`src/design/srr_pkg.sv`:
```
`default_nettype none

package srr_pkg;

	localparam int SEQ_W = 31;
	localparam int LEN_W = 16;
	localparam int CK_W = 16;
	localparam int SUM_W = 32;
	localparam int WIN_W = 7;
	localparam int DATA_W = 32;
	localparam int ADDR_W = 3;

	// Register map: the register index is paddr[2].
	localparam logic REG_TOTAL = 1'b0;
	localparam logic REG_WINDOW = 1'b1;

	localparam logic [SEQ_W-1:0] TOTAL_RESET = '0;
	localparam logic [WIN_W-1:0] WINDOW_RESET = 7'd8;

	// Length field of an acknowledgement, part of its checksum.
	localparam logic [SUM_W-1:0] ACK_LEN = 32'd4;

	// Packet queue between the front and the back. A power of two.
	localparam int QUEUE_DEPTH = 4;
	localparam int QPTR_W = $clog2(QUEUE_DEPTH);

	typedef struct packed {
		logic [SEQ_W-1:0] seq;
		logic [SUM_W-1:0] total;
		logic [CK_W-1:0]  ck;
	} pkt_t;

	typedef struct packed {
		logic [SEQ_W-1:0] total_packets;
		logic [WIN_W-1:0] window_size;
	} cfg_t;

	typedef struct packed {
		logic             clearing;
		logic [SEQ_W-1:0] base;
	} status_t;

	typedef struct packed {
		logic             send_ack;
		logic [SEQ_W-1:0] ack_number;
		logic [CK_W-1:0]  ack_checksum;
		logic             corrupt_flag;
		logic             duplicate_flag;
		logic [SEQ_W-1:0] next_expected;
		logic             transfer_done;
	} result_t;

	// Folds the carries of a 32-bit sum into 16 bits and complements it.
	// Two folds always suffice: the first leaves at most 0x1FFFE.
	function automatic logic [CK_W-1:0] fold_complement(input logic [SUM_W-1:0] s);
		logic [16:0] s1;
		logic [15:0] s2;
		s1 = {1'b0, s[15:0]} + {1'b0, s[31:16]};
		s2 = s1[15:0] + {15'b0, s1[16]};
		return ~s2;
	endfunction

endpackage

`default_nettype wire

```
`src/design/srr_ram.sv`:
```
`default_nettype none

module srr_ram #(
	parameter int WIDTH = 1,
	parameter int DEPTH = 64
) (
	input  wire logic                     clk,
	input  wire logic                     we,
	input  wire logic [$clog2(DEPTH)-1:0] waddr,
	input  wire logic [WIDTH-1:0]         wdata,
	input  wire logic [$clog2(DEPTH)-1:0] raddr,
	output logic      [WIDTH-1:0]         rdata
);

	logic [WIDTH-1:0] mem_q [DEPTH];

	always_ff @(posedge clk) begin
		if (we) begin
			mem_q[waddr] <= wdata;
		end
		rdata <= mem_q[raddr];
	end

endmodule

`default_nettype wire

```
`src/design/srr_front.sv`:
```
`default_nettype none

module srr_front (
	input  wire logic                         clk,
	input  wire logic                         arst_n,
	input  wire logic                         hold,
	input  wire logic                         in_valid,
	output logic                              in_stall,
	input  wire logic [srr_pkg::SEQ_W-1:0]    seq_number,
	input  wire logic [srr_pkg::LEN_W-1:0]    payload_length,
	input  wire logic [srr_pkg::CK_W-1:0]     packet_checksum,
	input  wire logic [7:0]                   data_byte,
	input  wire logic                         byte_valid,
	input  wire logic                         last_item,
	output logic                              push,
	output srr_pkg::pkt_t                     push_pkt
);

	logic [srr_pkg::SUM_W-1:0] sum_q;
	logic [srr_pkg::SUM_W-1:0] sum_plus;
	logic                      accept;

	assign in_stall = hold;
	assign accept = in_valid && !hold;
	assign sum_plus = sum_q + (byte_valid ? {24'b0, data_byte} : '0);

	// The whole check sum is formed here, so the back only folds it.
	assign push = accept && last_item;
	assign push_pkt.seq = seq_number;
	assign push_pkt.total = sum_plus + {16'b0, payload_length} + {1'b0, seq_number};
	assign push_pkt.ck = packet_checksum;

	always_ff @(posedge clk or negedge arst_n) begin
		if (!arst_n) begin
			sum_q <= '0;
		end else if (accept) begin
			sum_q <= last_item ? '0 : sum_plus;
		end
	end

endmodule

`default_nettype wire

```
`src/design/srr_queue.sv`:
```
`default_nettype none

module srr_queue (
	input  wire logic          clk,
	input  wire logic          arst_n,
	input  wire logic          push,
	input  wire srr_pkg::pkt_t push_pkt,
	output logic               full,
	input  wire logic          pop,
	output logic               not_empty,
	output srr_pkg::pkt_t      head_pkt
);

	srr_pkg::pkt_t              entries_q [srr_pkg::QUEUE_DEPTH];
	logic [srr_pkg::QPTR_W-1:0] wr_ptr_q;
	logic [srr_pkg::QPTR_W-1:0] rd_ptr_q;
	logic [srr_pkg::QPTR_W:0]   count_q;

	assign full = count_q == (srr_pkg::QPTR_W+1)'(srr_pkg::QUEUE_DEPTH);
	assign not_empty = count_q != '0;
	assign head_pkt = entries_q[rd_ptr_q];

	always_ff @(posedge clk) begin
		if (push) begin
			entries_q[wr_ptr_q] <= push_pkt;
		end
	end

	always_ff @(posedge clk or negedge arst_n) begin
		if (!arst_n) begin
			wr_ptr_q <= '0;
			rd_ptr_q <= '0;
			count_q <= '0;
		end else begin
			if (push) begin
				wr_ptr_q <= wr_ptr_q + 1'b1;
			end
			if (pop) begin
				rd_ptr_q <= rd_ptr_q + 1'b1;
			end
			if (push && !pop) begin
				count_q <= count_q + 1'b1;
			end else if (pop && !push) begin
				count_q <= count_q - 1'b1;
			end
		end
	end

endmodule

`default_nettype wire

```
`src/design/srr_back.sv`:
```
`default_nettype none

module srr_back #(
	parameter int RING_SIZE = 64
) (
	input  wire logic          clk,
	input  wire logic          arst_n,
	input  wire srr_pkg::cfg_t cfg,
	input  wire logic          q_not_empty,
	input  wire srr_pkg::pkt_t q_head,
	output logic               q_pop,
	output srr_pkg::status_t   status,
	output logic               out_valid,
	input  wire logic          out_stall,
	output srr_pkg::result_t   result
);

	localparam int IW = $clog2(RING_SIZE);
	localparam int CW = $clog2(RING_SIZE + 1);

	localparam logic [3:0] ST_CLEAR   = 4'd0;
	localparam logic [3:0] ST_IDLE    = 4'd1;
	localparam logic [3:0] ST_CHECK   = 4'd2;
	localparam logic [3:0] ST_ADV_RD  = 4'd3;
	localparam logic [3:0] ST_ADV_WT  = 4'd4;
	localparam logic [3:0] ST_LOOK    = 4'd5;
	localparam logic [3:0] ST_LOOK_WT = 4'd6;
	localparam logic [3:0] ST_DECIDE  = 4'd7;
	localparam logic [3:0] ST_EMIT    = 4'd8;

	logic [3:0]                state_q;
	srr_pkg::pkt_t             pkt_q;
	logic                      corrupt_q;
	logic                      dup_q;
	logic                      ack_q;
	logic                      final_q;
	logic [CW-1:0]             step_q;
	logic [srr_pkg::SEQ_W-1:0] base_q;
	logic [IW-1:0]             base_slot_q;
	logic [IW-1:0]             seq_slot_q;
	logic [IW-1:0]             clr_addr_q;
	srr_pkg::result_t          res_q;
	logic                      out_valid_q;

	logic                      ram_we;
	logic [IW-1:0]             ram_waddr;
	logic                      ram_wdata;
	logic [IW-1:0]             ram_raddr;
	logic                      ram_rdata;

	logic                      below;
	logic [srr_pkg::SEQ_W-1:0] diff;
	logic                      near;
	logic [31:0]               win;
	logic                      in_win;
	logic                      adv_stop;
	logic [IW:0]               slot_sum;
	logic [IW-1:0]             seq_slot;
	logic [IW-1:0]             base_slot_next;
	logic                      take;
	logic                      out_free;
	logic                      done_now;

	srr_ram #(
		.WIDTH(1),
		.DEPTH(RING_SIZE)
	) u_ring (
		.clk  (clk),
		.we   (ram_we),
		.waddr(ram_waddr),
		.wdata(ram_wdata),
		.raddr(ram_raddr),
		.rdata(ram_rdata)
	);

	// Window tests against the current base.
	assign below = pkt_q.seq < base_q;
	assign diff = pkt_q.seq - base_q;
	assign near = {1'b0, diff} < 32'(RING_SIZE);
	assign win = ({25'b0, cfg.window_size} > 32'(RING_SIZE)) ? 32'(RING_SIZE)
		: {25'b0, cfg.window_size};
	assign in_win = !below && (pkt_q.seq < cfg.total_packets) && ({1'b0, diff} < win);

	assign done_now = base_q >= cfg.total_packets;
	assign adv_stop = done_now || (step_q == CW'(RING_SIZE));

	// Ring slot of the sequence number, valid whenever it is within a ring of the base.
	assign slot_sum = {1'b0, base_slot_q} + diff[IW:0];
	assign seq_slot = (slot_sum >= (IW+1)'(RING_SIZE)) ?
		IW'(slot_sum - (IW+1)'(RING_SIZE)) : slot_sum[IW-1:0];
	assign base_slot_next = (base_slot_q == IW'(RING_SIZE - 1)) ? '0 : base_slot_q + 1'b1;

	assign take = !corrupt_q && !dup_q && in_win;
	assign out_free = !out_valid_q || !out_stall;

	always_comb begin
		ram_we = 1'b0;
		ram_waddr = base_slot_q;
		ram_wdata = 1'b0;
		ram_raddr = base_slot_q;
		q_pop = 1'b0;
		unique case (state_q)
			ST_CLEAR: begin
				ram_we = 1'b1;
				ram_waddr = clr_addr_q;
			end
			ST_IDLE: begin
				q_pop = q_not_empty;
			end
			ST_ADV_WT: begin
				ram_we = ram_rdata;
			end
			ST_LOOK: begin
				ram_raddr = seq_slot;
			end
			ST_DECIDE: begin
				ram_we = take;
				ram_waddr = seq_slot_q;
				ram_wdata = 1'b1;
			end
			default: begin
			end
		endcase
	end

	always_ff @(posedge clk) begin
		if (state_q == ST_IDLE && q_not_empty) begin
			pkt_q <= q_head;
		end
		if (state_q == ST_CHECK) begin
			corrupt_q <= srr_pkg::fold_complement(pkt_q.total) != pkt_q.ck;
		end
		if (state_q == ST_LOOK) begin
			seq_slot_q <= seq_slot;
			dup_q <= below;
		end
		if (state_q == ST_LOOK_WT) begin
			dup_q <= ram_rdata;
		end
		if (state_q == ST_DECIDE) begin
			ack_q <= !corrupt_q && (dup_q || in_win);
		end
		if (state_q == ST_EMIT && out_free) begin
			res_q.send_ack <= ack_q;
			res_q.ack_number <= ack_q ? pkt_q.seq : '0;
			res_q.ack_checksum <= ack_q ?
				srr_pkg::fold_complement(srr_pkg::ACK_LEN + {1'b0, pkt_q.seq}) : '0;
			res_q.corrupt_flag <= corrupt_q;
			res_q.duplicate_flag <= dup_q;
			res_q.next_expected <= base_q;
			res_q.transfer_done <= done_now;
		end
	end

	always_ff @(posedge clk or negedge arst_n) begin
		if (!arst_n) begin
			state_q <= ST_CLEAR;
			clr_addr_q <= '0;
			base_q <= '0;
			base_slot_q <= '0;
			step_q <= '0;
			final_q <= 1'b0;
			out_valid_q <= 1'b0;
		end else begin
			if (state_q == ST_EMIT && out_free) begin
				out_valid_q <= 1'b1;
			end else if (!out_stall) begin
				out_valid_q <= 1'b0;
			end
			unique case (state_q)
				ST_CLEAR: begin
					clr_addr_q <= clr_addr_q + 1'b1;
					if (clr_addr_q == IW'(RING_SIZE - 1)) begin
						state_q <= ST_IDLE;
					end
				end
				ST_IDLE: begin
					if (q_not_empty) begin
						state_q <= ST_CHECK;
					end
				end
				ST_CHECK: begin
					if (in_win) begin
						state_q <= ST_LOOK;
					end else begin
						final_q <= 1'b0;
						step_q <= '0;
						state_q <= ST_ADV_RD;
					end
				end
				ST_ADV_RD: begin
					if (adv_stop) begin
						state_q <= final_q ? ST_EMIT : ST_LOOK;
					end else begin
						state_q <= ST_ADV_WT;
					end
				end
				ST_ADV_WT: begin
					if (ram_rdata) begin
						base_q <= base_q + 1'b1;
						base_slot_q <= base_slot_next;
						step_q <= step_q + CW'(1);
						state_q <= ST_ADV_RD;
					end else begin
						state_q <= final_q ? ST_EMIT : ST_LOOK;
					end
				end
				ST_LOOK: begin
					if (!below && near) begin
						state_q <= ST_LOOK_WT;
					end else begin
						state_q <= ST_DECIDE;
					end
				end
				ST_LOOK_WT: begin
					state_q <= ST_DECIDE;
				end
				ST_DECIDE: begin
					if (take) begin
						final_q <= 1'b1;
						step_q <= '0;
						state_q <= ST_ADV_RD;
					end else begin
						state_q <= ST_EMIT;
					end
				end
				ST_EMIT: begin
					if (out_free) begin
						state_q <= ST_IDLE;
					end
				end
				default: begin
					state_q <= ST_IDLE;
				end
			endcase
		end
	end

	assign status.clearing = state_q == ST_CLEAR;
	assign status.base = base_q;
	assign out_valid = out_valid_q;
	assign result = res_q;

endmodule

`default_nettype wire

```
`src/design/selective_repeat_receiver.sv`:
```
// Payload words are taken at one per cycle while in_stall is low; a packet's last word
// enters a four-deep queue. Each pass that steps the window base covers at most RING_SIZE
// ring slots, with two passes at most per packet. The back end works on one packet at a
// time, as the single ring RAM port serves both the lookup and the stepping. After arst_n
// the ring RAM is cleared with in_stall high. Reset sets total_packets to 0, window_size
// to 8, and the window base and the byte sum to 0.
`default_nettype none

module selective_repeat_receiver #(
	parameter int RING_SIZE = 64
) (
	input  wire logic                          clk,
	input  wire logic                          arst_n,

	input  wire logic                          psel,
	input  wire logic                          penable,
	input  wire logic                          pwrite,
	input  wire logic [srr_pkg::ADDR_W-1:0]    paddr,
	input  wire logic [srr_pkg::DATA_W-1:0]    pwdata,
	output logic      [srr_pkg::DATA_W-1:0]    prdata,
	output logic                               pready,

	input  wire logic                          in_valid,
	output logic                               in_stall,
	input  wire logic [srr_pkg::SEQ_W-1:0]     seq_number,
	input  wire logic [srr_pkg::LEN_W-1:0]     payload_length,
	input  wire logic [srr_pkg::CK_W-1:0]      packet_checksum,
	input  wire logic [7:0]                    data_byte,
	input  wire logic                          byte_valid,
	input  wire logic                          last_item,

	output logic                               out_valid,
	input  wire logic                          out_stall,
	output logic                               send_ack,
	output logic      [srr_pkg::SEQ_W-1:0]     ack_number,
	output logic      [srr_pkg::CK_W-1:0]      ack_checksum,
	output logic                               corrupt_flag,
	output logic                               duplicate_flag,
	output logic      [srr_pkg::SEQ_W-1:0]     next_expected,
	output logic                               transfer_done
);

	// Configuration registers. Only paddr[2] selects a register; the low address bits
	// are ignored, so every write lands in one of the two.
	logic [srr_pkg::SEQ_W-1:0] total_q;
	logic [srr_pkg::WIN_W-1:0] window_q;
	logic                      cfg_write;
	srr_pkg::cfg_t             cfg;

	assign pready = 1'b1;
	assign cfg_write = psel && penable && pwrite && pready;
	assign cfg.total_packets = total_q;
	assign cfg.window_size = window_q;

	always_ff @(posedge clk or negedge arst_n) begin
		if (!arst_n) begin
			total_q <= srr_pkg::TOTAL_RESET;
			window_q <= srr_pkg::WINDOW_RESET;
		end else if (cfg_write) begin
			unique case (paddr[2])
				srr_pkg::REG_TOTAL:  total_q <= pwdata[srr_pkg::SEQ_W-1:0];
				srr_pkg::REG_WINDOW: window_q <= pwdata[srr_pkg::WIN_W-1:0];
				default: begin
				end
			endcase
		end
	end

	always_comb begin
		unique case (paddr[2])
			srr_pkg::REG_TOTAL:  prdata = {1'b0, total_q};
			srr_pkg::REG_WINDOW: prdata = {25'b0, window_q};
			default:             prdata = '0;
		endcase
	end

	// The front end sums the payload words of a packet and, on its last word, hands the
	// header and the full check sum to the queue. It holds off input while the ring is
	// being cleared or while the queue has no room.
	logic              q_full;
	logic              q_push;
	srr_pkg::pkt_t     q_push_pkt;
	logic              q_pop;
	logic              q_not_empty;
	srr_pkg::pkt_t     q_head;
	srr_pkg::status_t  status;
	srr_pkg::result_t  result;

	srr_front u_front (
		.clk            (clk),
		.arst_n         (arst_n),
		.hold           (status.clearing || q_full),
		.in_valid       (in_valid),
		.in_stall       (in_stall),
		.seq_number     (seq_number),
		.payload_length (payload_length),
		.packet_checksum(packet_checksum),
		.data_byte      (data_byte),
		.byte_valid     (byte_valid),
		.last_item      (last_item),
		.push           (q_push),
		.push_pkt       (q_push_pkt)
	);

	// The queue lets the next packet's bytes stream in while the back end is still
	// stepping the window for the previous one.
	srr_queue u_queue (
		.clk      (clk),
		.arst_n   (arst_n),
		.push     (q_push),
		.push_pkt (q_push_pkt),
		.full     (q_full),
		.pop      (q_pop),
		.not_empty(q_not_empty),
		.head_pkt (q_head)
	);

	// The back end checks the packet, looks up and marks the received ring, advances the
	// window base one slot at a time, and loads the output register. The output
	// register frees the back end to start on the next packet while a result waits.
	srr_back #(
		.RING_SIZE(RING_SIZE)
	) u_back (
		.clk        (clk),
		.arst_n     (arst_n),
		.cfg        (cfg),
		.q_not_empty(q_not_empty),
		.q_head     (q_head),
		.q_pop      (q_pop),
		.status     (status),
		.out_valid  (out_valid),
		.out_stall  (out_stall),
		.result     (result)
	);

	assign send_ack = result.send_ack;
	assign ack_number = result.ack_number;
	assign ack_checksum = result.ack_checksum;
	assign corrupt_flag = result.corrupt_flag;
	assign duplicate_flag = result.duplicate_flag;
	assign next_expected = result.next_expected;
	assign transfer_done = result.transfer_done;

	// A corrupt packet is never acknowledged.
	assert property (@(posedge clk) disable iff (!arst_n)
		out_valid && send_ack |-> !corrupt_flag)
		else $error("acknowledgement sent for a corrupt packet");

	// An intact duplicate is always acknowledged again.
	assert property (@(posedge clk) disable iff (!arst_n)
		out_valid && duplicate_flag && !corrupt_flag |-> send_ack)
		else $error("intact duplicate not acknowledged");

	// Without an acknowledgement the number and checksum read zero.
	assert property (@(posedge clk) disable iff (!arst_n)
		out_valid && !send_ack |-> ack_number == '0 && ack_checksum == '0)
		else $error("acknowledgement fields set without an acknowledgement");

	// The window base never moves backward.
	assert property (@(posedge clk) disable iff (!arst_n)
		1'b1 |=> status.base >= $past(status.base))
		else $error("window base moved backward");

endmodule

`default_nettype wire

```
`config.mk`:
```
export PLATFORM = sky130hd
export DESIGN_NAME = selective_repeat_receiver
export DESIGN_NICKNAME = d
export VERILOG_FILES = /design/src/design/srr_pkg.sv /design/src/design/srr_ram.sv /design/src/design/srr_front.sv /design/src/design/srr_queue.sv /design/src/design/srr_back.sv /design/src/design/selective_repeat_receiver.sv
export SDC_FILE = /design/constraint.sdc
export NUM_CORES = 1
export LEC_CHECK = 0
export BUFFER_PORTS_ARGS = -buffer_cell sky130_fd_sc_hd__buf_2
export CAP_MARGIN = 10
export CORE_MARGIN = 1
export CORE_UTILIZATION = 25
export DETAILED_ROUTE_END_ITERATION = 16
export PLACE_DENSITY = 0.45
export SYNTH_ARGS = -nofsm -noshare
export SYNTH_HDL_FRONTEND = slang
export SYNTH_HIERARCHICAL = 1
export SYNTH_SLANG_ARGS = --single-unit
```
`constraint.sdc`:
```
create_clock -name clk -period 8.6 [get_ports clk]
set_input_delay 0.43 -clock clk [delete_from_list [all_inputs] [get_ports clk]]
set_output_delay 0.43 -clock clk [all_outputs]
set_load 0.01 [all_outputs]
```
==> impl_metrics.csv <==
group,metric,value,unit
worst_hold_path,hp-class,"input pin to register",
yosys,synth_flop_cell,"edfxtp_1",
clocking,numCtsBuffers,83,
timing,maxSlewViolCount,0,
drt,routed_wl,104000,um
timing,finalSetupViolCount,0,
yosys,synthArstFlopShare,19.4,%
clocking,clock-root-buffer,"clkbuf_16",
status,status,"complete, no violations",
yosys,synthesis.nets,3169,
worst_setup_path,reg2reg_to,"u_back/corrupt_q",
worst_setup_path,cp.buffers_inverters,0,
yosys,synth.yosys.seq_area_share,54.5,%
clocking,htreeDepth,3,
cells_and_area,nets,3422,
cells_and_area,seq_area,19900,um2
floorplanning,design.core.area,144000,um2
worst_setup_path,startpoint,"u_back/pkt_q[16]",
worst_setup_path,crit_end,"u_back/corrupt_q",
grt,grt_pass1_wl,154000,um
floorplanning,die_x,384,um
power,p_sw_share,37.3,%
power,powerDensity,321,nW/um2
placement,routabilityCongestion,0.897,
yosys,ys_ff_latch,684,
timing,fin_tns_setup,0,ns
cells_and_area,fillers,14600,
power,pwr-share-comb,39.0,%
drt,routed_via_density,4.65,
clocking,postCtsHoldBufs,62,
power,p_leak,16.0,nW
yosys,ys_warn_count,6,
placement,hpwl,75800,um
floorplanning,initial_core_util,25.3,%
worst_setup_path,critical_path_class,"register to register",
timing,worst_pin_slew,1.06,ns
worst_setup_path,cp.arrival,6.19,ns
yosys,synth.avg_cell_area,12.9,um2
worst_setup_path,cp-start-kind,"register",
clocking,cts_tree,"yes",
cells_and_area,drive_above_1_share,17.8,%
clocking,clk_pin_slew,0.06,ns
timing,fmax,169,MHz
yosys,yosys.cell_types.count,105,
yosys,synth_edf_count,550,
power,p_int,8.59,mW
placement,io_buffers,226,
worst_setup_path,reg2regPathDepth,20,
grt,grt_start_max_net_pins,74,
power,seqPwrFrac,35.8,%
drt,via_count,23500,
placement,placed_cells,4837,
worst_setup_path,r2r_setup_slack,2.70,ns
cells_and_area,multi_input_comb_area,15200,um2
cells_and_area,final_common_cell,"edfxtp_1",
cells_and_area,area_delta_synth_final,16.7,%
run,drv_cap,0,
floorplanning,die-area,147000,um2
power,clockPowerShare,25.2,%
drt,ant_nets,0,
floorplanning,fp-row-count,139,
grt,grtUsageTotal,14.0,%
timing,relSlewSlack,28.7,%
cells_and_area,stdcell_count,5053,
worst_setup_path,crit_family,"compound AO/OA/AOI/OAI gates",
clocking,cts_setup_buffers,0,
timing,skew,0.0345,ns
worst_setup_path,cp_max_fo,7,
clocking,worstSkewPairLatency,0.69,ns
worst_setup_path,crit_path_max_incr_delay,0.56,ns
drt,drt-initial-drc-count,1616,
floorplanning,die_y,384,um
grt,grt_pass1_vias,23400,
worst_setup_path,path_cells,"ha_1, fa_1, a21oi_1, o211ai_1, a2111oi_0, nor2_1, a21o_1, a21oi_1, o21bai_1, a21o_1, ha_1, ha_1, o31ai_1, nand2b_1, or3_1, xnor2_1, a21oi_1, or4_1, nor4_1, o2111ai_1",
clocking,cts_resized,0,
grt,antenna_found_initial,13,
floorplanning,io_pins,232,
power,ir_drop,0.000158,V
worst_setup_path,cp.depth,20,
worst_setup_path,timing.rr.start,"u_back/pkt_q[16]",
clocking,cts_num_sinks,684,
cells_and_area,layout_common_cells,"550 x edfxtp_1, 225 x buf_2, 203 x ha_1, 172 x nand2_1, 169 x nor2_1",
power,p_sw,5.10,mW
worst_setup_path,worst_path_max_delay_cell,"a2111oi_0",
yosys,synth_cells,2828,
timing,fin_crit,5.90,ns
timing,rsz0062_at_grt,"false",
worst_setup_path,required,8.88,ns
drt,drc,0,
timing,fin_crit_sh,68.6,%
worst_setup_path,critPathCaptureType,"register",
clocking,clockBufferDepth,3,
drt,drtPass1Iterations,5,
yosys,synth_area,36500,um2
drt,avgRoutedWirePerCell,20.5,um
timing,hold_viol,0,
grt,overflow,0,
[cell families (layout without fill, tap and decap cells)]
kind of cell | after synthesis | count (layout) | synth area share [%]
xor gates and xnor gates | 213 | 213 | 5.11
AOI/OAI and AO/OA | 501 | 501 | 9.30
other | 2 | 3 | 0.0206
and+or+nand+nor | 775 | 775 | 10.9
buffers and inverters | 273 | 594 | 3.85
muxes | 154 | 154 | 8.09
adders and majority gates | 226 | 226 | 8.23
DFF | 684 | 684 | 54.5
[routing by layer]
| metal | up-vias | routed length, um | GRT usage (%) |
|---|---|---|---|
| met2 | 552 | 49700 | 23.1 |
| met1 | 11700 | 47100 | 18.9 |
| li1 | 11100 | - | - |
| met4 | 0 | 2160 | 3.60 |
| met5 | - | 0 | 0 |
| met3 | 135 | 4770 | 2.30 |
[Yosys cell counts (all sizes together), types with 9 or more instances]
master   instances  area, um2
a211oi          13        115
a21o            61        458
a21oi          126        634
a22o             9       78.8
a22oi           10       75.1
a31oi           23        144
and2            67        422
and3            30        188
and4            15        134
buf             86        702
clkbuf          55        206
dfrtp          132       3300
edfxtp         550      16500
fa              23        460
ha             203       2540
inv            132        495
mux2            55        732
mux4            96       2190
nand2          172        646
nand2b          22        138
nand3           72        365
nand4           54        344
nor2           169        634
nor2b           47        294
nor3            42        215
nor4            18        113
o2111ai         11       96.3
o211ai          16        120
o21a            22        173
o21ai           90        454
o21bai          12       90.1
o31ai           27        203
or2             11       71.3
or3             22        138
xnor2          153       1340
xor2            60        526
[state kept, by name, indices dropped and copies added, names as in the netlist, 3 cells and up]
name,flops
u_back/state_q,4
u_back/seq_slot_q,6
u_back/base_slot_q,6
total_q,31
window_q,7
u_queue/entries_q,316
u_back/result,82
u_queue/count_q,3
u_back/step_q,7
u_back/u_ring/mem_q,64
u_back/clr_addr_q,6
u_back/pkt_q,79
u_back/base_q,31
u_front/sum_q,32
[through the flow]
stage               cell area [um2]  total power, mW  setup slack [ns]  hold slack (ns)  utilization, %
finish                        42600             13.7              2.70           0.0790            29.5
global route                  42600             14.6              2.31           0.0371            29.5
CTS                           42600             13.9              2.58           0.0179            29.5
detailed placement            39300             10.4              2.62            0.373            27.2
global placement              39300             10.3              2.63            0.378            27.2
floorplan                     36500             8.74              3.25            0.134               -
[area by class of cell]
| class | instances | area share (%) |
|---|---|---|
| clock buffers | 110 | 5.31 |
| inverters | 132 | 1.16 |
| clock inverters | 43 | 0.967 |
| diodes | 1 | 0.00588 |
| flip-flops and latches | 684 | 46.7 |
| repair buffers | 309 | 4.50 |
| multi-input cells | 1871 | 35.8 |
| well taps | 1903 | 5.59 |
[power groups by stage]
stage / Combinational, mW / Sequential, mW / Clock, mW
6_report: 5.33 / 4.91 / 3.45
5_1_grt: 5.95 / 4.98 / 3.69
4_1_cts: 5.42 / 4.93 / 3.58
3_5_place_dp: 5.37 / 4.99 / 0
3_3_place_gp: 5.36 / 4.99 / 0
2_1_floorplan: 4.04 / 4.70 / 0
[worst min-delay path by stage]
stage                              start                       end  slack, ns  cells after the start
after floorplan                   arst_n                total_q[0]       0.13                      0
after global placement            arst_n         u_front/sum_q[28]       0.38                      1
after detailed placement          arst_n         u_front/sum_q[28]       0.37                      1
after CTS                 seq_number[15]  u_queue/entries_q[1][63]       0.02                      1
after global routing      seq_number[15]  u_queue/entries_q[1][63]       0.04                      1
final                     seq_number[15]  u_queue/entries_q[1][63]       0.08                      1
(Power assumes the default switching activity.)
